[config.mk]
export PLATFORM = sky130hd
export DESIGN_NAME = fst_mem
export DESIGN_NICKNAME = d
export VERILOG_FILES = /design/src/hdl/assert_macros.svh /design/src/hdl/fst_mem.sv
export SDC_FILE = /design/constraint.sdc
export NUM_CORES = 2
export LEC_CHECK = 0
export BUFFER_PORTS_ARGS = -buffer_cell sky130_fd_sc_hd__buf_2
export CORE_ASPECT_RATIO = 0.7
export CORE_MARGIN = 2
export CORE_UTILIZATION = 55
export CTS_CLUSTER_DIAMETER = 200
export DETAILED_ROUTE_END_ITERATION = 8
export GPL_TIMING_DRIVEN = 0
export PLACE_DENSITY = 0.75
export SKIP_CTS_REPAIR_TIMING = 1
export SYNTH_ARGS = -nofsm -noshare
export SYNTH_HDL_FRONTEND = slang
export SYNTH_SLANG_ARGS = --single-unit
[constraint.sdc]
create_clock -name clock -period 6.3 [get_ports clock]
set_input_delay 0.63 -clock clock [delete_from_list [all_inputs] [get_ports clock]]
set_output_delay 0.63 -clock clock [all_outputs]
set_load 0.02 [all_outputs]
[src/hdl/assert_macros.svh]
// Assertion macros for the top RTL file of the FDTD step block.
// No dependencies; ASSERT_OFF turns every check into an empty statement.
`ifndef ASSERT_MACROS_SVH
`define ASSERT_MACROS_SVH
`ifndef ASSERT_OFF
`define ASSERT_ALWAYS(lbl, clk, rst, expr) \
   lbl: assert property (@(posedge clk) disable iff (rst) (expr)) \
      else $error("assertion failed");
`define ASSERT_IMPLIES(lbl, clk, rst, ante, cons) \
   lbl: assert property (@(posedge clk) disable iff (rst) (ante) |-> (cons)) \
      else $error("assertion failed");
`else
`define ASSERT_ALWAYS(lbl, clk, rst, expr)
`define ASSERT_IMPLIES(lbl, clk, rst, ante, cons)
`endif
`endif

[src/hdl/fst_mem.sv]
// Single field store: one write port, one read port, registered read data.
// No package dependencies.
module fst_mem #(
   parameter int DEPTH = 256,
   parameter int WIDTH = 16
) (
   input  logic                     clock,
   input  logic                     we,
   input  logic [$clog2(DEPTH)-1:0] waddr,
   input  logic [WIDTH-1:0]         wdata,
   input  logic                     re,
   input  logic [$clog2(DEPTH)-1:0] raddr,
   output logic [WIDTH-1:0]         rdata
);

   logic [WIDTH-1:0] mem_ff [DEPTH];
   logic [WIDTH-1:0] rdata_ff;

   // Write port
   always_ff @(posedge clock) begin
      if (we) begin
         mem_ff[waddr] <= wdata;
      end
   end

   // Read port, data holds while re is low
   always_ff @(posedge clock) begin
      if (re) begin
         rdata_ff <= mem_ff[raddr];
      end
   end

   assign rdata = rdata_ff;

endmodule

==> run summary <==
clock sink count -> 4112
synth cell count leaders -> 4112 x edfxtp_1, 797 x mux4_2, 565 x mux2i_1
mapped cell area -> 159000 µm²
drt pass-1 iters -> 9
highest clock rate -> 156 MHz
Via density -> 7.10
Mapped Cells -> 7360
status -> finished, violations left
worst slew pin tran -> 1.70 ns
Boundary Pins -> 51
required time worst endpoint -> 6.82 ns
Final #Nets -> 8009
dpl hpwl -> 336000 µm
failing checks -> DRC, capacitance limit, slew limit, setup timing
synth unique cells -> 51
hold path depth -> 1
gr usage total -> 33.8%
Placed Cells -> 11428
Final Max Slew Viols -> 143
critical path launch point type -> primary input
DR DRC count -> 31
Core Util, Final -> 62.6%
sequential fraction of the synthesis area -> 77.7%
Hold WC Path Type -> primary input to flip-flop
Final Worst Setup Slack -> -0.110 ns
cell taking the most area after synthesis -> edfxtp_1
period utilisation layout -> 102%
maximum VDD drop -> 0.240 mV
Max Cap Violations -> 23
Placement Cell Area -> 168000 µm²
Synth Warn # -> 0
clock tree buffer depth -> 4
DRT Wirelength -> 497000 µm
Crit Reg-Reg Startpoint -> mem_ff[42][1]
GP Congestion -> 1.10
DR vias -> 86181
Critical Path Fanout Max -> 10
P&R area growth vs syn -> 13.4%
worst path cell trace -> buf_2, clkbuf_1, clkbuf_1, clkbuf_1, a21oi_1, nor3_1, nor3_1, nor4_1
critical path capture point type -> flip-flop
Arr. time, crit path -> 6.93 ns
TritonCTS Buffers -> 379
Post-synth top flop -> edfxtp_1
Pleak -> 56.6 nW
Final Skew -> 0.0719 ns
HP Start -> wdata[6]
Slew headroom -> -14.0%
Syn Nets -> 7395
number of global-route vias before repair -> 81108
syn_area_per_cell -> 21.6 µm²
Crit path largest cell delay -> 1.18 ns
R2R Setup Slk -> 2.02 ns
Core Footprint -> 288000 µm²
initial cell density of the core -> 55.2%
post-route cell area -> 180000 µm²
Rows -> 165
GRT overflow -> 0
ranking of synthesized cells by area -> edfxtp_1 78%, mux4_2 11%, mux2i_1 3.6%
I/O Buffers -> 40
top cell type's share of synthesized area -> 77.7%
Die Area -> 293000 µm²
hold violation count in the final report -> 0
root buf cell -> clkbuf_16
initial antenna violation count -> 43
top-count cell post-synth -> edfxtp_1
asr flop ratio synth -> 0%
FF-to-FF path depth -> 6
Crit path top cell by count -> clkbuf_1
largest net degree at the start of global routing -> 145
Clock H-tree levels -> 5
Die Y -> 454 µm
first-pass GRT wire length -> 670000 µm
Die W -> 646 µm
DRT iter0 DRCs -> 17451
FF-to-FF End -> rdata[1]
number of synthesized flops with an enable pin -> 4112
Worst-path clk slew -> 0.07 ns
CTS tree -> yes
final non-filler cell total -> 12139
layout cells sized above 1 -> 25.7%
Worst path slowest cell -> clkbuf_1
Routed Antenna Nets -> 0
Crit Path Category -> primary input to flip-flop
Clock Latency Late Sink -> 0.93 ns
wire per inst -> 41.0 µm
endpoints failing setup -> 3
Design Power -> 56.2 mW
Worst Hold Endpoint -> mem_ff[23][6]
RSZ-0062 raised after global routing -> false
crit path time final -> 6.41 ns
Seq cells post-synth -> 4112
Cell Pwr Density -> 312 nW/µm²
-- per-stage QoR --
stage | hold slack, ns | setup slack, ns | setup TNS, ns
after floorplan | 0.729 | 3.42 | 0
after CTS | -0.0732 | -0.163 | -0.163
after global routing | 0.0991 | 0.228 | 0
after global placement | 1.04 | -1.11 | -12.09
final | 0.112 | -0.110 | -0.265
after detailed placement | 0.850 | -1.11 | -10.13
-- worst max-delay path: cells and delay by family --
family,cells,cell delay (ns)
compound gates,1,0.10
simple gates,3,2.44
buf+inv,4,3.71
-- report_power, final --
part / switching, mW / leakage, nW / internal (mW) / total [mW]
combinational: 2.43 / 13.9 / 1.01 / 3.44
clock: 10.2 / 5.77 / 12.4 / 22.6
sequential: 0.0178 / 37.0 / 30.2 / 30.2
-- sequential cells by signal (all words and copies together) (netlist names) --
| register | count |
|---|---|
| rdata | 16 |
| mem_ff | 4096 |
-- how the worst max path moves through the flow --
| stage | startpoint | to | slack (ns) | cells after the start |
|---|---|---|---|---|
| after CTS | raddr[2] | rdata[8] | -0.16 | 9 |
| final | raddr[2] | rdata[7] | -0.11 | 8 |
| after global routing | raddr[2] | rdata[1] | 0.23 | 8 |
| after floorplan | raddr[0] | rdata[4] | 3.42 | 8 |
| after detailed placement | raddr[2] | rdata[8] | -1.11 | 9 |
| after global placement | raddr[2] | rdata[8] | -1.11 | 9 |
-- cells by family after synthesis --
kind of cell	after synthesis	share of synthesized area, %
mux	1450	15.5
compound gates	786	3.53
simple gates	556	1.57
buf+inv	456	1.69
flops	4112	77.7
-- layer usage --
metal / part of all wire [%] / global-route usage, % / up-vias
met5: 0.10 / 0.892 / -
li1: - / - / 32533
met2: 40 / 43.9 / 7925
met1: 35 / 47.5 / 44642
met4: 4.5 / 13.0 / 24
met3: 20 / 18.7 / 1057
-- layout make-up --
class / instances / area, µm²
flip-flops and latches: 4112 / 123000
fillers: 18703 / 108000
multi-input cells: 2792 / 33400
clock buffers: 476 / 9950
well taps: 3841 / 4810
repair buffers: 234 / 3830
plain buffers: 451 / 2700
clock inverters: 211 / 1950
diodes: 18 / 45.0
inverters: 4 / 15.0
-- cell usage in the layout, fill, tap and decap left out, types with 138 or more instances in the layout --
| cell type | instances |
|---|---|
| edfxtp_1 | 4112 |
| mux4_2 | 797 |
| mux2i_1 | 565 |
| clkbuf_16 | 384 |
| clkbuf_1 | 300 |
| o221ai_1 | 252 |
| nor2_2 | 242 |
| a21oi_1 | 175 |
| o22ai_1 | 145 |
| buf_8 | 138 |
No activity file was read; power rests on OpenSTA's default activity.
