<file path="src/hdl/assert_macros.svh">
// Assertion macros for the top RTL file of the FDTD step block.
// No dependencies; ASSERT_OFF turns every check into an empty statement.
`ifndef ASSERT_MACROS_SVH
`define ASSERT_MACROS_SVH
`ifndef ASSERT_OFF
`define ASSERT_ALWAYS(lbl, clk, rst, expr) \
   lbl: assert property (@(posedge clk) disable iff (rst) (expr)) \
      else $error("assertion failed");
`define ASSERT_IMPLIES(lbl, clk, rst, ante, cons) \
   lbl: assert property (@(posedge clk) disable iff (rst) (ante) |-> (cons)) \
      else $error("assertion failed");
`else
`define ASSERT_ALWAYS(lbl, clk, rst, expr)
`define ASSERT_IMPLIES(lbl, clk, rst, ante, cons)
`endif
`endif

</file>
<file path="src/hdl/fst_pkg.sv">
// Package of the FDTD step block: widths, codes, config struct, state types.
// No dependencies.
package fst_pkg;

   // Field value width (Q4.12)
   localparam int VALUE_W     = 16;
   localparam int BETA_W      = 16;
   localparam int POINTS_W    = 9;
   localparam int INDEX_W     = 8;
   localparam int MODE_W      = 2;
   localparam int GRID_POINTS = 256;

   // Fraction bits dropped from the Q.26 product by the rounding shift
   localparam int FRAC_SHIFT  = 14;

   // Three-point mean: floor((s + 1) / 3) via bias and reciprocal multiply
   localparam int SUM_W       = VALUE_W + 2;
   localparam int DIV_SHIFT   = VALUE_W + 3;
   localparam int DIV_BIAS    = 3 * (2 ** (VALUE_W - 1));
   localparam int DIV_RECIP   = ((2 ** DIV_SHIFT) + 2) / 3;

   // Request codes
   localparam logic [MODE_W-1:0] MODE_WRITE = 2'd0;
   localparam logic [MODE_W-1:0] MODE_STEP  = 2'd1;
   localparam logic [MODE_W-1:0] MODE_READ  = 2'd2;

   // Register map
   localparam int CSR_ADDR_W = 4;
   localparam int CSR_DATA_W = 32;
   localparam logic [1:0] REG_BETA     = 2'd0;
   localparam logic [1:0] REG_BOUNDARY = 2'd1;
   localparam logic [1:0] REG_POINTS   = 2'd2;

   localparam logic [BETA_W-1:0]   BETA_RESET   = 16'd8192;
   localparam logic [POINTS_W-1:0] POINTS_RESET = 9'd256;

   typedef struct packed {
      logic signed [BETA_W-1:0] beta;
      logic                     absorbing;
      logic [POINTS_W-1:0]      points;
   } cfg_type;

   typedef enum logic [2:0] {
      ST_CLEAR,
      ST_IDLE,
      ST_READ,
      ST_STEP,
      ST_DRAIN
   } state_type;

   // Kind of a sweep slot entering the read stage
   typedef enum logic [1:0] {
      TOK_PRE,
      TOK_DATA,
      TOK_FINAL
   } tok_type;

endpackage

</file>
<file path="src/hdl/fst_csr.sv">
// APB-style configuration registers: beta, boundary mode, points in use.
// Depends on fst_pkg for the register map and cfg_type.
module fst_csr (
   input  logic                             clock,
   input  logic                             reset,
   input  logic                             psel,
   input  logic                             penable,
   input  logic                             pwrite,
   input  logic [fst_pkg::CSR_ADDR_W-1:0]   paddr,
   input  logic [fst_pkg::CSR_DATA_W-1:0]   pwdata,
   output logic [fst_pkg::CSR_DATA_W-1:0]   prdata,
   output logic                             pready,
   output fst_pkg::cfg_type                 cfg
);

   fst_pkg::cfg_type cfg_ff;
   logic             wr_en;
   logic [1:0]       reg_sel;

   assign pready  = 1'b1;
   assign wr_en   = psel && penable && pwrite;
   assign reg_sel = paddr[3:2];

   // Register writes
   always_ff @(posedge clock) begin
      if (reset) begin
         cfg_ff.beta      <= fst_pkg::BETA_RESET;
         cfg_ff.absorbing <= 1'b0;
         cfg_ff.points    <= fst_pkg::POINTS_RESET;
      end else if (wr_en) begin
         case (reg_sel)
            fst_pkg::REG_BETA:     cfg_ff.beta      <= pwdata[fst_pkg::BETA_W-1:0];
            fst_pkg::REG_BOUNDARY: cfg_ff.absorbing <= pwdata[0];
            fst_pkg::REG_POINTS:   cfg_ff.points    <= pwdata[fst_pkg::POINTS_W-1:0];
            default: ;
         endcase
      end
   end

   // Read-back
   always_comb begin
      case (reg_sel)
         fst_pkg::REG_BETA:
            prdata = fst_pkg::CSR_DATA_W'(cfg_ff.beta);
         fst_pkg::REG_BOUNDARY:
            prdata = fst_pkg::CSR_DATA_W'(cfg_ff.absorbing);
         fst_pkg::REG_POINTS:
            prdata = fst_pkg::CSR_DATA_W'(cfg_ff.points);
         default:
            prdata = '0;
      endcase
   end

   assign cfg = cfg_ff;

endmodule

</file>
<file path="config.mk">
export PLATFORM = sky130hd
export DESIGN_NAME = fst_csr
export DESIGN_NICKNAME = d
export VERILOG_FILES = /design/src/hdl/assert_macros.svh /design/src/hdl/fst_pkg.sv /design/src/hdl/fst_csr.sv
export SDC_FILE = /design/constraint.sdc
export NUM_CORES = 1
export LEC_CHECK = 0
export BUFFER_PORTS_ARGS = -buffer_cell sky130_fd_sc_hd__buf_2
export CELL_PAD_IN_SITES_DETAIL_PLACEMENT = 1
export CELL_PAD_IN_SITES_GLOBAL_PLACEMENT = 1
export CORE_MARGIN = 2
export CORE_UTILIZATION = 26
export DETAILED_ROUTE_END_ITERATION = 7
export GPL_ROUTABILITY_DRIVEN = 1
export PLACE_DENSITY_LB_ADDON = 0.1
export SYNTH_ARGS = -nofsm -noshare
export SYNTH_HDL_FRONTEND = slang
export SYNTH_SLANG_ARGS = --single-unit
</file>
<file path="constraint.sdc">
create_clock -name clock -period 0.9 [get_ports clock]
set_clock_uncertainty 0.1 [all_clocks]
set_input_delay 0 -clock clock [delete_from_list [all_inputs] [get_ports clock]]
set_output_delay 0 -clock clock [all_outputs]
set_load 0.02 [all_outputs]
</file>
==> key figures <==
Drt
  • Routed vias/inst: approximately 4.4
  • Wirelength per Cell: around 15 µm
  • DR iter-0 viols: 24
  • First-pass DRT Iterations: 4
  • DR DRC count: 0
  • Total Wirelength: 4.997 mm
  • Via count: 1,510
  • Antenna-violating nets left: 0

Clock network
  • CTS Root Cell: clkbuf_8
  • Skew-Pair Late Insertion Delay: 0.28 ns
  • Clock slew at reported path FFs: 0.10 ns
  • Num CTS Buffers: 3
  • CTS tree: yes
  • Hold Buf Count CTS: 15
  • H-tree depth: 1
  • Longest Clk Path Bufs: 2
  • Clk sink count: 26

Worst setup path
  • WP data arrival: 1.03 ns
  • Required time of the critical path: 0.80 ns
  • Startpoint Class: register
  • CP max-delay cell: dfxtp_4
  • Worst-path cell chain: and2_4 > buf_6
  • Crit Path Max Fanout: 8
  • R2R depth: 4
  • Reg2reg start: cfg[5]
  • Crit Path Class: register to output pin
  • Critical Path End Type: output pin
  • CP max stage delay: between 0.3 and 0.4 ns
  • Reg2Reg Setup Slack: 0.02 ns
  • RR Endpoint: cfg[5]

Global route
  • GRT Total Usage: 15.61%
  • Initial antenna violation count: 0
  • Grt ovf: 0
  • Largest net degree at the start of global routing: 27
  • First-pass GRT wire length: 7.921 mm
  • Vias in the first global route: 1,622

Synth
  • Simple-gate share of the synthesized area: 26.97%
  • Syn nets: 197
  • Register bit total from synthesis: 26
  • Syn Inst Count: 156
  • Sequential fraction of the synthesis area: 34.52%
  • Post-synthesis mux area share: 17.93%
  • Syn avg cell area: 9.665 µm²
  • Post-Synth Adder-Cell Area: 0%
  • Compound-gate portion of the synthesized area: 6.722%
  • Synth cell types: 26
  • XOR/XNOR share of the synthesized area: 0%
  • YS warnings: 0
  • Netlist Area Pre-Place: 1508 µm²
  • Largest family of logic cells by synthesized area: simple AND/OR/NAND/NOR gates

Floorplanning
  • Row cnt: 27
  • Area of the die: 6424 µm²
  • Core Box Area: between 5000 and 6000 µm²
  • Initial core utilization: 27.21%
  • # IOs: 100
  • Die extent in x: roughly 80 µm
  • Die H: between 80 and 90 µm

STA
  • Minimum clock period: 1.125 ns
  • RSZ-0062 raised after global routing: true
  • Final worst-path setup slack: -0.2254 ns
  • Fin Setup TNS: -5.971 ns
  • Setup violators final: 49
  • Fmax: 888.6 MHz
  • Pins Over Slew Limit: 0
  • Final Hold Fails: 1
  • Worst hold margin: -0.05125 ns
  • Fin crit share: 125.0%

Pwr
  • Pleak: 1.354 nW
  • Pwr Total: 2.695 mW
  • Pwr/cell area: slightly above 900 nW/µm²
  • Maximum vdd ir drop: 0.0005514 V

Status
  • Violated checks: negative hold slack, negative setup slack
  • Status: finished with violations

Worst hold path
  • Hold/Removal Path Class: primary input to register
  • Hold Path Stages: 3
  • HP Start: pwdata[13]
  • Hold Path End: cfg[23]

Layout
  • Cell area after layout: 2937 µm²
  • Share of cells above drive strength 1: 66.91%
  • # diodes: 0
  • Post-Layout Cell Count: 341
  • Final nets: 311
  • Area Overhead vs Synth: 94.77%
  • Largest register FFs: 26
  • Fin util: 53.00%

Placement
  • DP Cell Count: 296
  • Port buffer count: 80
  • RD Place Congestion: 0.7563
  • Placed cell areas: 2003 µm²
  • Placement Setup Slack: -0.1216 ns
  • Hpwl dp: 3.196 mm

Job
  • Max Cap Viol: 0
==> layer usage <==
| layer | part of all wire (%) | track usage (%) |
|---|---|---|
| met1 | 41 | 18.22 |
| met5 | 0 | 0 |
| met2 | 55 | 29.92 |
| met3 | 3.8 | 1.910 |
| met4 | 0.38 | 3.559 |
==> cells in the final DEF, fill, tap and decap left out, drive strengths merged, types with 2 or more instances in the layout <==
cell         count
a21oi            7
and2             9
and3             2
buf            118
clkbuf           3
dfxtp           26
dlygate4sd3     15
mux2i           27
nand2            3
nand2b          25
nand3            8
nor2            11
o31ai            7
==> layout make-up <==
type | count | area, µm²
clock inverters | 1 | 30.03
flip-flops and latches | 26 | 558.0
fillers | 607 | 2604
clock buffers | 3 | 41.29
multi-input cells | 106 | 885.9
repair buffers | 133 | 1331
well taps | 72 | 90.09
==> worst max-delay path, delay by kind of cell, from the launching register on <==
kind                   cells  cell delay [ns]
buffers and inverters      1             0.14
DFF                        1             0.38
and+or+nand+nor            1             0.22
==> where the power goes <==
group	internal [mW]	leakage (nW)	switching (mW)	total (mW)
combinational	0.283	1.10	0.233	0.516
sequential	1.16	0.222	0.0130	1.17
clock	0.596	0.0357	0.408	1.00
==> synth_stat cells <==
cell type,instances,area [µm²]
nand2b_1,25,156.4
conb_1,1,3.750
nand3b_4,1,20.02
o21ai_1,1,5.000
and3_4,1,11.26
and2_1,7,43.79
nor2_4,1,11.26
nand2_4,1,11.26
buf_6,3,33.78
a211o_1,1,8.760
clkbuf_1,3,11.26
nor3_4,1,16.27
nor3b_4,1,18.77
buf_12,1,20.02
o31ai_1,7,52.55
and3_1,1,6.260
a21oi_1,7,35.03
dfxtp_1,26,520.5
buf_2,1,5.000
nor2b_4,1,13.76
buf_4,18,135.1
mux2i_1,27,270.3
nand3_4,1,17.52
nor2_1,10,37.54
nand2_1,2,7.510
nand3_1,7,35.03
==> how the worst max path moves through the flow <==
| stage | startpoint | to | cells after the start |
|---|---|---|---|
| 2_1_floorplan | cfg[25] | prdata[16] | 2 |
| 3_3_place_gp | paddr[2] | cfg[13] | 5 |
| 3_5_place_dp | paddr[2] | prdata[29] | 5 |
| 4_1_cts | cfg[25] | prdata[24] | 2 |
| 5_1_grt | cfg[25] | prdata[30] | 2 |
| 6_report | cfg[25] | prdata[30] | 2 |
==> timing repair <==
action | CTS | global route
pin swaps | 1 | 2
gates resized for setup | 144 | 31
setup buffers | 20 | 7
hold endpoints to repair | 26 | 1
gates cloned | 2 | 0
endpoints found under the setup margin | 58 | 59
==> kinds of logic (layout without fill, tap and decap cells) <==
| family | after synthesis | after routing |
|---|---|---|
| AO/OA/AOI/OAI | 16 | 16 |
| buffers and inverters | 26 | 137 |
| flip-flops | 26 | 26 |
| multiplexers | 27 | 27 |
| other | 1 | 1 |
| AND/OR/NAND/NOR | 60 | 62 |
Note: power is estimated with default switching activity, not from simulation.
