**src/hdl/assert_macros.svh**
```systemverilog
// Assertion macros for the top RTL file of the FDTD step block.
// No dependencies; ASSERT_OFF turns every check into an empty statement.
`ifndef ASSERT_MACROS_SVH
`define ASSERT_MACROS_SVH
`ifndef ASSERT_OFF
`define ASSERT_ALWAYS(lbl, clk, rst, expr) \
   lbl: assert property (@(posedge clk) disable iff (rst) (expr)) \
      else $error("assertion failed");
`define ASSERT_IMPLIES(lbl, clk, rst, ante, cons) \
   lbl: assert property (@(posedge clk) disable iff (rst) (ante) |-> (cons)) \
      else $error("assertion failed");
`else
`define ASSERT_ALWAYS(lbl, clk, rst, expr)
`define ASSERT_IMPLIES(lbl, clk, rst, ante, cons)
`endif
`endif

```
**src/hdl/fst_pkg.sv**
```systemverilog
// Package of the FDTD step block: widths, codes, config struct, state types.
// No dependencies.
package fst_pkg;

   // Field value width (Q4.12)
   localparam int VALUE_W     = 16;
   localparam int BETA_W      = 16;
   localparam int POINTS_W    = 9;
   localparam int INDEX_W     = 8;
   localparam int MODE_W      = 2;
   localparam int GRID_POINTS = 256;

   // Fraction bits dropped from the Q.26 product by the rounding shift
   localparam int FRAC_SHIFT  = 14;

   // Three-point mean: floor((s + 1) / 3) via bias and reciprocal multiply
   localparam int SUM_W       = VALUE_W + 2;
   localparam int DIV_SHIFT   = VALUE_W + 3;
   localparam int DIV_BIAS    = 3 * (2 ** (VALUE_W - 1));
   localparam int DIV_RECIP   = ((2 ** DIV_SHIFT) + 2) / 3;

   // Request codes
   localparam logic [MODE_W-1:0] MODE_WRITE = 2'd0;
   localparam logic [MODE_W-1:0] MODE_STEP  = 2'd1;
   localparam logic [MODE_W-1:0] MODE_READ  = 2'd2;

   // Register map
   localparam int CSR_ADDR_W = 4;
   localparam int CSR_DATA_W = 32;
   localparam logic [1:0] REG_BETA     = 2'd0;
   localparam logic [1:0] REG_BOUNDARY = 2'd1;
   localparam logic [1:0] REG_POINTS   = 2'd2;

   localparam logic [BETA_W-1:0]   BETA_RESET   = 16'd8192;
   localparam logic [POINTS_W-1:0] POINTS_RESET = 9'd256;

   typedef struct packed {
      logic signed [BETA_W-1:0] beta;
      logic                     absorbing;
      logic [POINTS_W-1:0]      points;
   } cfg_type;

   typedef enum logic [2:0] {
      ST_CLEAR,
      ST_IDLE,
      ST_READ,
      ST_STEP,
      ST_DRAIN
   } state_type;

   // Kind of a sweep slot entering the read stage
   typedef enum logic [1:0] {
      TOK_PRE,
      TOK_DATA,
      TOK_FINAL
   } tok_type;

endpackage

```
**src/hdl/fst_update.sv**
```systemverilog
// One field update: registered beta*(left-right) product, then round,
// add, saturate. Depends on fst_pkg for widths.
module fst_update (
   input  logic                                clock,
   input  logic                                en,
   input  logic signed [fst_pkg::BETA_W-1:0]   beta,
   input  logic signed [fst_pkg::VALUE_W-1:0]  center,
   input  logic signed [fst_pkg::VALUE_W-1:0]  left,
   input  logic signed [fst_pkg::VALUE_W-1:0]  right,
   input  logic                                zero_end,
   output logic signed [fst_pkg::VALUE_W-1:0]  new_val,
   output logic                                sat_hit
);

   localparam int VW = fst_pkg::VALUE_W;
   localparam int DW = VW + 1;
   localparam int PW = fst_pkg::BETA_W + DW;
   localparam int RW = PW + 1;
   localparam int IW = RW - fst_pkg::FRAC_SHIFT;
   localparam int SW = IW + 1;
   localparam logic signed [SW-1:0] VMAX = SW'((2 ** (VW - 1)) - 1);
   localparam logic signed [SW-1:0] VMIN = -VMAX - SW'(1);

   logic signed [DW-1:0] diff;
   logic signed [PW-1:0] prod_in;
   logic signed [PW-1:0] prod_ff;
   logic signed [VW-1:0] old_ff;
   logic                 zero_ff;
   logic signed [RW-1:0] rnd;
   logic signed [IW-1:0] inc;
   logic signed [SW-1:0] sum;

   assign diff    = DW'(left) - DW'(right);
   assign prod_in = PW'(beta) * PW'(diff);

   // Product stage
   always_ff @(posedge clock) begin
      if (en) begin
         prod_ff <= prod_in;
         old_ff  <= center;
         zero_ff <= zero_end;
      end
   end

   // Round to nearest (ties up), add, saturate; absorbing ends read zero
   always_comb begin
      rnd = RW'(prod_ff) + RW'(2 ** (fst_pkg::FRAC_SHIFT - 1));
      inc = rnd[RW-1:fst_pkg::FRAC_SHIFT];
      sum = SW'(old_ff) + SW'(inc);
      if (zero_ff) begin
         new_val = '0;
         sat_hit = 1'b0;
      end else if (sum > VMAX) begin
         new_val = VMAX[VW-1:0];
         sat_hit = 1'b1;
      end else if (sum < VMIN) begin
         new_val = VMIN[VW-1:0];
         sat_hit = 1'b1;
      end else begin
         new_val = sum[VW-1:0];
         sat_hit = 1'b0;
      end
   end

endmodule

```
**config.mk**
```make
export PLATFORM = sky130hd
export DESIGN_NAME = fst_update
export DESIGN_NICKNAME = d
export VERILOG_FILES = /design/src/hdl/assert_macros.svh /design/src/hdl/fst_pkg.sv /design/src/hdl/fst_update.sv
export SDC_FILE = /design/constraint.sdc
export NUM_CORES = 1
export LEC_CHECK = 0
export ABC_CLOCK_PERIOD_IN_PS = 21700
export BUFFER_PORTS_ARGS = -buffer_cell sky130_fd_sc_hd__buf_2
export CORE_MARGIN = 2
export CORE_UTILIZATION = 31
export DETAILED_ROUTE_END_ITERATION = 10
export PLACE_DENSITY = 0.52
export SLEW_MARGIN = 25
export SYNTH_ARGS = -nofsm -noshare
export SYNTH_HDL_FRONTEND = slang
export SYNTH_SLANG_ARGS = --single-unit
```
**constraint.sdc**
```tcl
create_clock -name clock -period 21.7 [get_ports clock]
set_input_delay 2.17 -clock clock [delete_from_list [all_inputs] [get_ports clock]]
set_output_delay 2.17 -clock clock [all_outputs]
set_load 0.02 [all_outputs]
```
==> results.py, run 1 <==
metrics = {
    "route": {
        "vias": 10305,
        "drtAntennaViolNets": 0,
        "vias_per_cell": 4.66,
        "drc": 0,
        "first_pass_iters": 5,
        "wire_per_inst_microns": 15.5,
        "drt-total-wl_microns": 34300,
        "drt_iter0_markers": 498,
    },
    "die": {
        "die_w_microns": 218,
        "coreArea_sq_um": 45400,
        "rows": 78,
        "die_area_sq_um": 47600,
        "die_h_microns": 218,
        "initial_utilization_pct": 31.4,
        "boundaryPins": 84,
    },
    "synth": {
        "syn_avg_cell_area_sq_um": 9.04,
        "yosysTopAreaCell": "fa_1",
        "yosys_warnings": 0,
        "synth-compound-area-share_pct": 7.60,
        "synth_edf_count": 37,
        "synth_adder_area_share_pct": 49.4,
        "syn-num-nets": 2036,
        "ys_seq_area_share_pct": 7.81,
        "ys_ff_latch": 37,
        "synth_simple_gate_area_share_pct": 16.2,
        "syn_inst": 1574,
        "async_flop_share_pct": 0,
        "synth_top_family_by_area": "adder cells",
        "synthFlopType": "edfxtp_1",
        "post_synth_mux_area_share_pct": 3.68,
        "syn-cell-area_sq_um": 14200,
        "synth-xor-area-share_pct": 4.24,
        "ys_types": 69,
        "ys_top_cells_by_area": "fa_1 39%, ha_1 10%, inv_1 9.2%",
        "synth_top_cell_area_share_pct": 39.1,
    },
    "worst_setup_path": {
        "startpoint_type": "input pin",
        "crit_family": "adder cells",
        "slowest_delay_ns": 0.74,
        "worst-path-buf-inv": 7,
        "cpMostUsedCell": "fa_1",
        "critPathArrivalTime_ns": 10.38,
        "crit_required_ns": 21.74,
        "cpMaxStageDelayCell": "fa_1",
        "critPathKind": "input pin to register",
        "worst-path-max-fanout": 22,
        "endpoint_kind": "register",
    },
    "cts": {
        "cts_setup_buffers": 0,
        "ctsResizeCount": 0,
        "cts_max_level": 2,
        "clockBufferDepth": 2,
        "postCtsHoldBufs": 0,
        "cts_tree": "done",
        "numClockSinks": 37,
        "ctsRootBufferMaster": "clkbuf_16",
        "cts_buffers": 5,
        "cts.clk_slew.worst_paths_ns": 0.06,
    },
    "timing": {
        "post-route-period-util_pct": 47.7,
        "max_freq_ghz": 0.0967,
        "slew-limit-headroom_pct": 27.7,
        "rsz0062_at_grt": "no",
        "finalSetupViolCount": 0,
        "fin_crit_ns": 10.35,
        "hold_viol_final": 0,
        "hold_slack_ns": 2.05,
        "slew_violations": 0,
        "setup_slack_ns": 11.35,
        "worst_slew_pin_slew_ns": 1.08,
        "tns_ns": 0,
    },
    "global_route": {
        "grt_overflow": 0,
        "grt_max_degree": 38,
        "grt_pass1_wl_microns": 58200,
        "grt_use_total_pct": 15.3,
        "grt_pass1_vias": 11390,
        "grt_antenna_before_repair": 0,
    },
    "run": {
        "drv_cap": 0,
    },
    "placed_design": {
        "dp_slack_ns": 11.06,
        "dp.cells": 2203,
        "port_buffers": 83,
        "place_congestion": 0.795,
        "dp_hpwl_microns": 28100,
    },
    "min_path": {
        "hp-class": "input pin to register",
    },
    "status": {
        "outcome": "completed",
    },
    "layout": {
        "layoutNonFillerInstCount": 2212,
        "syn2layout_area_growth_pct": 8.72,
        "nets": 2073,
        "drive_gt1_share_pct": 10.2,
        "n_antenna_cell": 0,
    },
}
area by class of cell:
cell class / instances / area [sq um]
fillers: 4757 / 29900
well taps: 600 / 751
clock buffers: 5 / 125
inverters: 349 / 1310
repair buffers: 96 / 517
clock inverters: 3 / 46.3
multi-input cells: 1122 / 11600
flip-flops and latches: 37 / 1110
cell usage in the layout, fill, tap and decap left out, drive strengths merged, types with 3 or more instances in the layout:
cell type,Yosys,final
inv,349,349
fa,278,278
nand2,163,163
ha,117,117
buf,6,96
and2,80,80
nand2b,60,60
nor2,50,50
xnor2,46,46
o21ai,39,39
edfxtp,37,37
nand3,36,36
a21oi,31,31
mux2,27,27
nor2b,26,26
mux2i,22,22
xor2,22,22
and3,15,15
nor3,13,13
o21a,11,11
a21o,11,11
a211oi,8,8
o21bai,7,7
o31ai,7,7
clkbuf,60,5
nand4,4,4
or2,4,4
o31a,3,3
o2111ai,3,3
nor4,3,3
o22ai,3,3
Yosys cell counts (all sizes together) (4+ instances only):
cell type	number
a21o	11
and2	80
nand3	36
xor2	22
edfxtp	37
a211oi	8
buf	6
ha	117
xnor2	46
clkbuf	60
nor2b	26
nand4	4
fa	278
o31ai	7
and3	15
nand2	163
or2	4
a21oi	31
nor2	50
nand2b	60
mux2i	22
mux2	27
o21ai	39
inv	349
o21a	11
o21bai	7
nor3	13
flip-flops by register name (all words and copies together), names as in the netlist:
| name | count |
|---|---|
| prod_ff | 20 |
| old_ff | 16 |
| zero_ff | 1 |
metal layers:
| metal | wire, microns | track usage, % |
|---|---|---|
| met5 | 0 | 0 |
| met4 | 389 | 1.93 |
| met1 | 15500 | 20.0 |
| met2 | 17700 | 28.3 |
| met3 | 745 | 1.02 |
cells by family (layout without fill, tap and decap cells):
group,Yosys count,count (layout)
adders and majority gates,395,395
and+or+nand+nor,461,461
buffers and inverters,415,453
xor gates and xnor gates,68,68
AOI/OAI and AO/OA,149,149
muxes,49,49
DFF,37,37
worst paths after layout:
check                   from          end  slack (ns)  cells past startpoint
setup / recovery     left[0]  prod_ff[29]       11.35                     28
hold / removal    center[15]   old_ff[15]        2.05                      1
per-stage QoR:
stage / area (sq um) / util, %
after global placement: 15300 / 33.7
final: 15500 / 34.1
after detailed placement: 15300 / 33.7
after floorplan: 14200 / -
after global routing: 15500 / 34.1
after CTS: 15400 / 34.0
Power of run 1 is left out: the tool's default activity adds up to more than one toggle a clock period on the data nets, which glitch-free logic cannot reach.
==> run 2, diff against run 1 <==
ABC_AREA = 1   (was default)
ABC_CLOCK_PERIOD_IN_PS = 8800   (was 21700)
PLACE_DENSITY = 0.54   (was 0.52)
clock period = 8.8 ns   (was 21.7 ns; I/O delays follow)
==> results.py, run 2 <==
metrics = {
    "status": {
        "outcome": "completed",
    },
    "layout": {
        "n_antenna_cell": 0,
        "syn2layout_area_growth_pct": 9.00,
        "layoutNonFillerInstCount": 2483,
        "final_common_cell": "inv_1",
        "top_register": "prod_ff",
        "largest_reg_flops": 20,
        "top_regs": "prod_ff (20), old_ff (16), zero_ff (1)",
        "drive_gt1_share_pct": 7.91,
        "nets": 2344,
        "final_cell_mix": "473 x inv_1, 348 x nand2_1, 278 x fa_1",
    },
    "worst_setup_path": {
        "cpMostUsedCell": "fa_1",
        "endpoint_kind": "register",
        "critPathKind": "input pin to register",
        "worst-path-max-fanout": 10,
        "critPathArrivalTime_ns": 8.03,
        "crit_required_ns": 8.83,
        "startpoint_type": "input pin",
        "cpMaxStageDelayCell": "fa_1",
        "slowest_delay_ns": 0.66,
    },
    "timing": {
        "slew-limit-headroom_pct": 42.2,
        "max_freq_ghz": 0.125,
        "finalSetupViolCount": 0,
        "worst_slew_pin_slew_ns": 0.867,
        "fin_crit_ns": 8.01,
        "hold_viol_final": 0,
        "post-route-period-util_pct": 91.0,
        "tns_ns": 0,
        "rsz0062_at_grt": "no",
        "setup_slack_ns": 0.793,
        "slew_violations": 0,
    },
    "cts": {
        "ctsRootBufferMaster": "clkbuf_16",
        "clockBufferDepth": 2,
        "postCtsHoldBufs": 0,
        "numClockSinks": 37,
        "ctsResizeCount": 0,
        "cts_tree": "done",
        "cts_setup_buffers": 0,
        "cts_buffers": 5,
        "cts.clk_slew.worst_paths_ns": 0.06,
        "cts_max_level": 2,
    },
    "synth": {
        "async_flop_share_pct": 0,
        "synth_top_cell_area_share_pct": 39.2,
        "syn-num-nets": 2272,
        "synth-xor-area-share_pct": 3.94,
        "synth_edf_count": 37,
        "ys_types": 43,
        "synthFlopType": "edfxtp_1",
        "syn_avg_cell_area_sq_um": 7.84,
        "syn-cell-area_sq_um": 14200,
        "ys_top_cells_by_area": "fa_1 39%, inv_1 13%, ha_1 10%",
        "ys_ff_latch": 37,
        "synth_top_cells_by_count": "473 x inv_1, 348 x nand2_1, 278 x fa_1",
        "synth-compound-area-share_pct": 4.95,
        "syn_inst": 1810,
        "yosysTopAreaCell": "fa_1",
        "post_synth_mux_area_share_pct": 0,
        "yosys_warnings": 0,
        "synth.most_common_cell": "inv_1",
        "synth_top_family_by_area": "adder cells",
        "synth_adder_area_share_pct": 49.6,
        "ys_seq_area_share_pct": 7.83,
        "synth_simple_gate_area_share_pct": 20.0,
    },
    "placed_design": {
        "port_buffers": 83,
        "place_congestion": 0.891,
        "dp_slack_ns": 0.461,
        "dp.cells": 2475,
        "dp_hpwl_microns": 33700,
    },
    "route": {
        "vias_per_cell": 4.58,
        "drtAntennaViolNets": 0,
        "first_pass_iters": 5,
        "drt_iter0_markers": 582,
        "wire_per_inst_microns": 15.4,
        "drt-total-wl_microns": 38100,
        "drc": 0,
        "vias": 11378,
    },
    "min_path": {
        "hp-start": "center[11]",
        "hp-class": "input pin to register",
        "holdPathEnd": "old_ff[11]",
        "hold_depth": 1,
    },
    "global_route": {
        "grt_overflow": 0,
        "grt_use_total_pct": 16.8,
        "grt_max_degree": 38,
        "grt_antenna_before_repair": 0,
        "grt_pass1_vias": 12352,
        "grt_pass1_wl_microns": 63000,
    },
    "die": {
        "boundaryPins": 84,
        "die_w_microns": 218,
        "rows": 78,
        "initial_utilization_pct": 31.3,
        "die_area_sq_um": 47500,
        "die_h_microns": 218,
        "coreArea_sq_um": 45300,
    },
    "run": {
        "drv_cap": 0,
    },
}
==> run 2: cell count changes in the layout (fill, tap and decap cells not counted), sizes merged, moves of 26 or more <==
cell / delta
a21oi: +37
and2: -79
inv: +133
mux2: -27
nand2: +203
nand2b: -60
nand3: +27
nor2: +162
nor2b: -26
==> run 2: how the worst max path moves through the flow <==
stage	from	to	slack (ns)	cells past startpoint
after floorplan	left[0]	prod_ff[32]	1.43	29
after global placement	left[0]	prod_ff[32]	0.52	30
after detailed placement	left[0]	prod_ff[32]	0.46	30
after CTS	left[0]	prod_ff[32]	0.75	31
after global routing	left[0]	prod_ff[32]	0.32	30
final	left[0]	prod_ff[32]	0.79	30
==> run 2: worst max-delay path: cells and delay by family <==
kind | cells | cell delay [ns]
xor+xnor | 1 | 0.06
buf+inv | 7 | 0.47
fa+ha+maj | 9 | 4.35
simple gates | 13 | 2.27
==> run 2: final cells by class <==
class | instances | area [sq um]
inverter | 485 | 1830
clock inverter | 3 | 46.3
tap | 600 | 751
fill | 4911 | 29800
timing repair buffer | 91 | 475
clock buffer | 5 | 125
multi-input combinational | 1262 | 11100
sequential | 37 | 1110
==> run 2: cell families (layout without fill, tap and decap cells) <==
logic type,count (synthesis),after routing
XOR/XNOR,63,63
flip-flops,37,37
buffers and inverters,511,584
AND/OR/NAND/NOR,682,682
AO/OA/AOI/OAI,122,122
adder cells (fa/ha/maj),395,395
==> run 2: through the flow <==
stage          utilization [%]  hold WS (ns)  cell area (sq um)
3_3_place_gp              33.8          1.06              15300
2_1_floorplan                -         0.979              14200
6_report                  34.1         0.773              15500
4_1_cts                   34.1         0.758              15500
3_5_place_dp              33.8          1.06              15300
5_1_grt                   34.1         0.763              15500
==> run 2: metal layers <==
metal	GRT usage (%)	routed length (microns)	vias to the layer above
li1	-	-	5499
met1	21.4	17100	5550
met2	30.6	18700	272
met3	0.823	1330	57
met4	4.78	990	0
met5	0	0	-
Power of run 2 is left out for the same reason.
==> run 3, diff against run 2 <==
GPL_TIMING_DRIVEN = 0   (was default)
==> results.py, run 3 (same netlist as run 2, synthesis figures left out) <==
metrics = {
    "cts": {
        "postCtsHoldBufs": 0,
        "cts_buffers": 5,
        "cts_tree": "done",
        "cts_max_level": 2,
        "clockBufferDepth": 2,
        "numClockSinks": 37,
        "cts.clk_slew.worst_paths_ns": 0.06,
        "ctsRootBufferMaster": "clkbuf_16",
    },
    "placed_design": {
        "port_buffers": 79,
        "dp_hpwl_microns": 33700,
        "place_congestion": 0.943,
    },
    "layout": {
        "seq_area_sq_um": 1110,
        "n_antenna_cell": 0,
        "top_register": "prod_ff",
        "syn2layout_area_growth_pct": 9.31,
        "final_cell_mix": "472 x inv_1, 347 x nand2_1, 278 x fa_1",
        "drive_gt1_share_pct": 7.70,
        "multi_input_area_sq_um": 11100,
        "nets": 2358,
        "largest_reg_flops": 20,
        "top_regs": "prod_ff (20), old_ff (16), zero_ff (1)",
        "nFillCells": 4929,
        "final_common_cell": "inv_1",
    },
    "route": {
        "drt-total-wl_microns": 38400,
        "first_pass_iters": 5,
        "drt_iter0_markers": 635,
        "drc": 0,
        "vias_per_cell": 4.62,
        "vias": 11537,
        "drtAntennaViolNets": 0,
        "wire_per_inst_microns": 15.4,
    },
    "timing": {
        "slew-limit-headroom_pct": 35.0,
        "rsz0062_at_grt": "no",
        "max_freq_ghz": 0.120,
        "finalSetupViolCount": 0,
        "hold_viol_final": 0,
        "tns_ns": 0,
        "fin_crit_ns": 8.32,
        "post-route-period-util_pct": 94.6,
        "slew_violations": 0,
        "worst_slew_pin_slew_ns": 0.972,
    },
    "worst_setup_path": {
        "critPathCapture": "prod_ff[30]",
        "startpoint_type": "input pin",
        "slowest_delay_ns": 0.56,
        "critPathKind": "input pin to register",
        "worst-path-max-fanout": 9,
        "endpoint_kind": "register",
        "startpoint": "left[0]",
        "crit_required_ns": 8.83,
        "critPathArrivalTime_ns": 8.35,
        "cpMaxStageDelayCell": "fa_1",
    },
    "global_route": {
        "grt_pass1_wl_microns": 63000,
        "grt_antenna_before_repair": 0,
        "grt_use_total_pct": 16.8,
        "grt_overflow": 0,
        "grt_max_degree": 38,
        "grt_pass1_vias": 12449,
    },
    "die": {
        "coreArea_sq_um": 45300,
        "die_w_microns": 218,
        "boundaryPins": 84,
        "die_area_sq_um": 47500,
        "initial_utilization_pct": 31.3,
        "die_h_microns": 218,
        "rows": 78,
    },
    "min_path": {
        "hp-class": "input pin to register",
    },
    "status": {
        "outcome": "completed",
    },
    "run": {
        "drv_cap": 0,
    },
}
-- run 3: cell type report --
cell class                 instances  area share [%]
buffer                            26           0.783
inverter                         485            11.8
clock buffer                       6           0.831
tap                              600            4.84
sequential                        37            7.16
clock inverter                     2           0.218
timing repair buffer              79            2.55
multi-input combinational       1262            71.8
-- run 3: how the worst min path moves through the flow --
| stage | start | end | slack, ns | depth (start not counted) |
|---|---|---|---|---|
| after floorplan | center[0] | old_ff[0] | 0.98 | 0 |
| after global placement | center[11] | old_ff[11] | 1.06 | 1 |
| after detailed placement | center[4] | old_ff[4] | 1.06 | 1 |
| after CTS | center[12] | old_ff[12] | 0.76 | 1 |
| after global routing | center[12] | old_ff[12] | 0.75 | 1 |
| final | center[12] | old_ff[12] | 0.77 | 1 |
-- run 3: critical path: cells and delay by family --
family	cells	cell delay, ns
AO/OA/AOI/OAI	2	0.54
adder cells (fa/ha/maj)	9	4.13
buffers and inverters	6	0.76
AND/OR/NAND/NOR	12	2.03
-- run 3: metal layers --
layer / global-route usage [%] / wire length, microns
met4: 3.54 / 722
met1: 21.6 / 16600
met2: 30.3 / 18800
met3: 2.04 / 2140
met5: 0 / 0
-- run 3: metrics by stage --
step	cells	area, sq um	hold slack [ns]	util (%)	setup slack (ns)
after global routing	2497	15500	0.750	34.2	0.0805
final	2497	15500	0.766	34.2	0.476
after global placement	2489	15300	1.06	33.9	0.120
after detailed placement	2489	15300	1.06	33.9	0.0116
after floorplan	1810	14200	0.979	-	1.43
after CTS	2497	15500	0.757	34.2	0.284
-- run 3: what timing repair did --
action                     in CTS  in global routing
resized for setup               0                  3
setup buffers                   0                  0
setup endpoints to repair       0                  2
Power of run 3 is left out for the same reason.
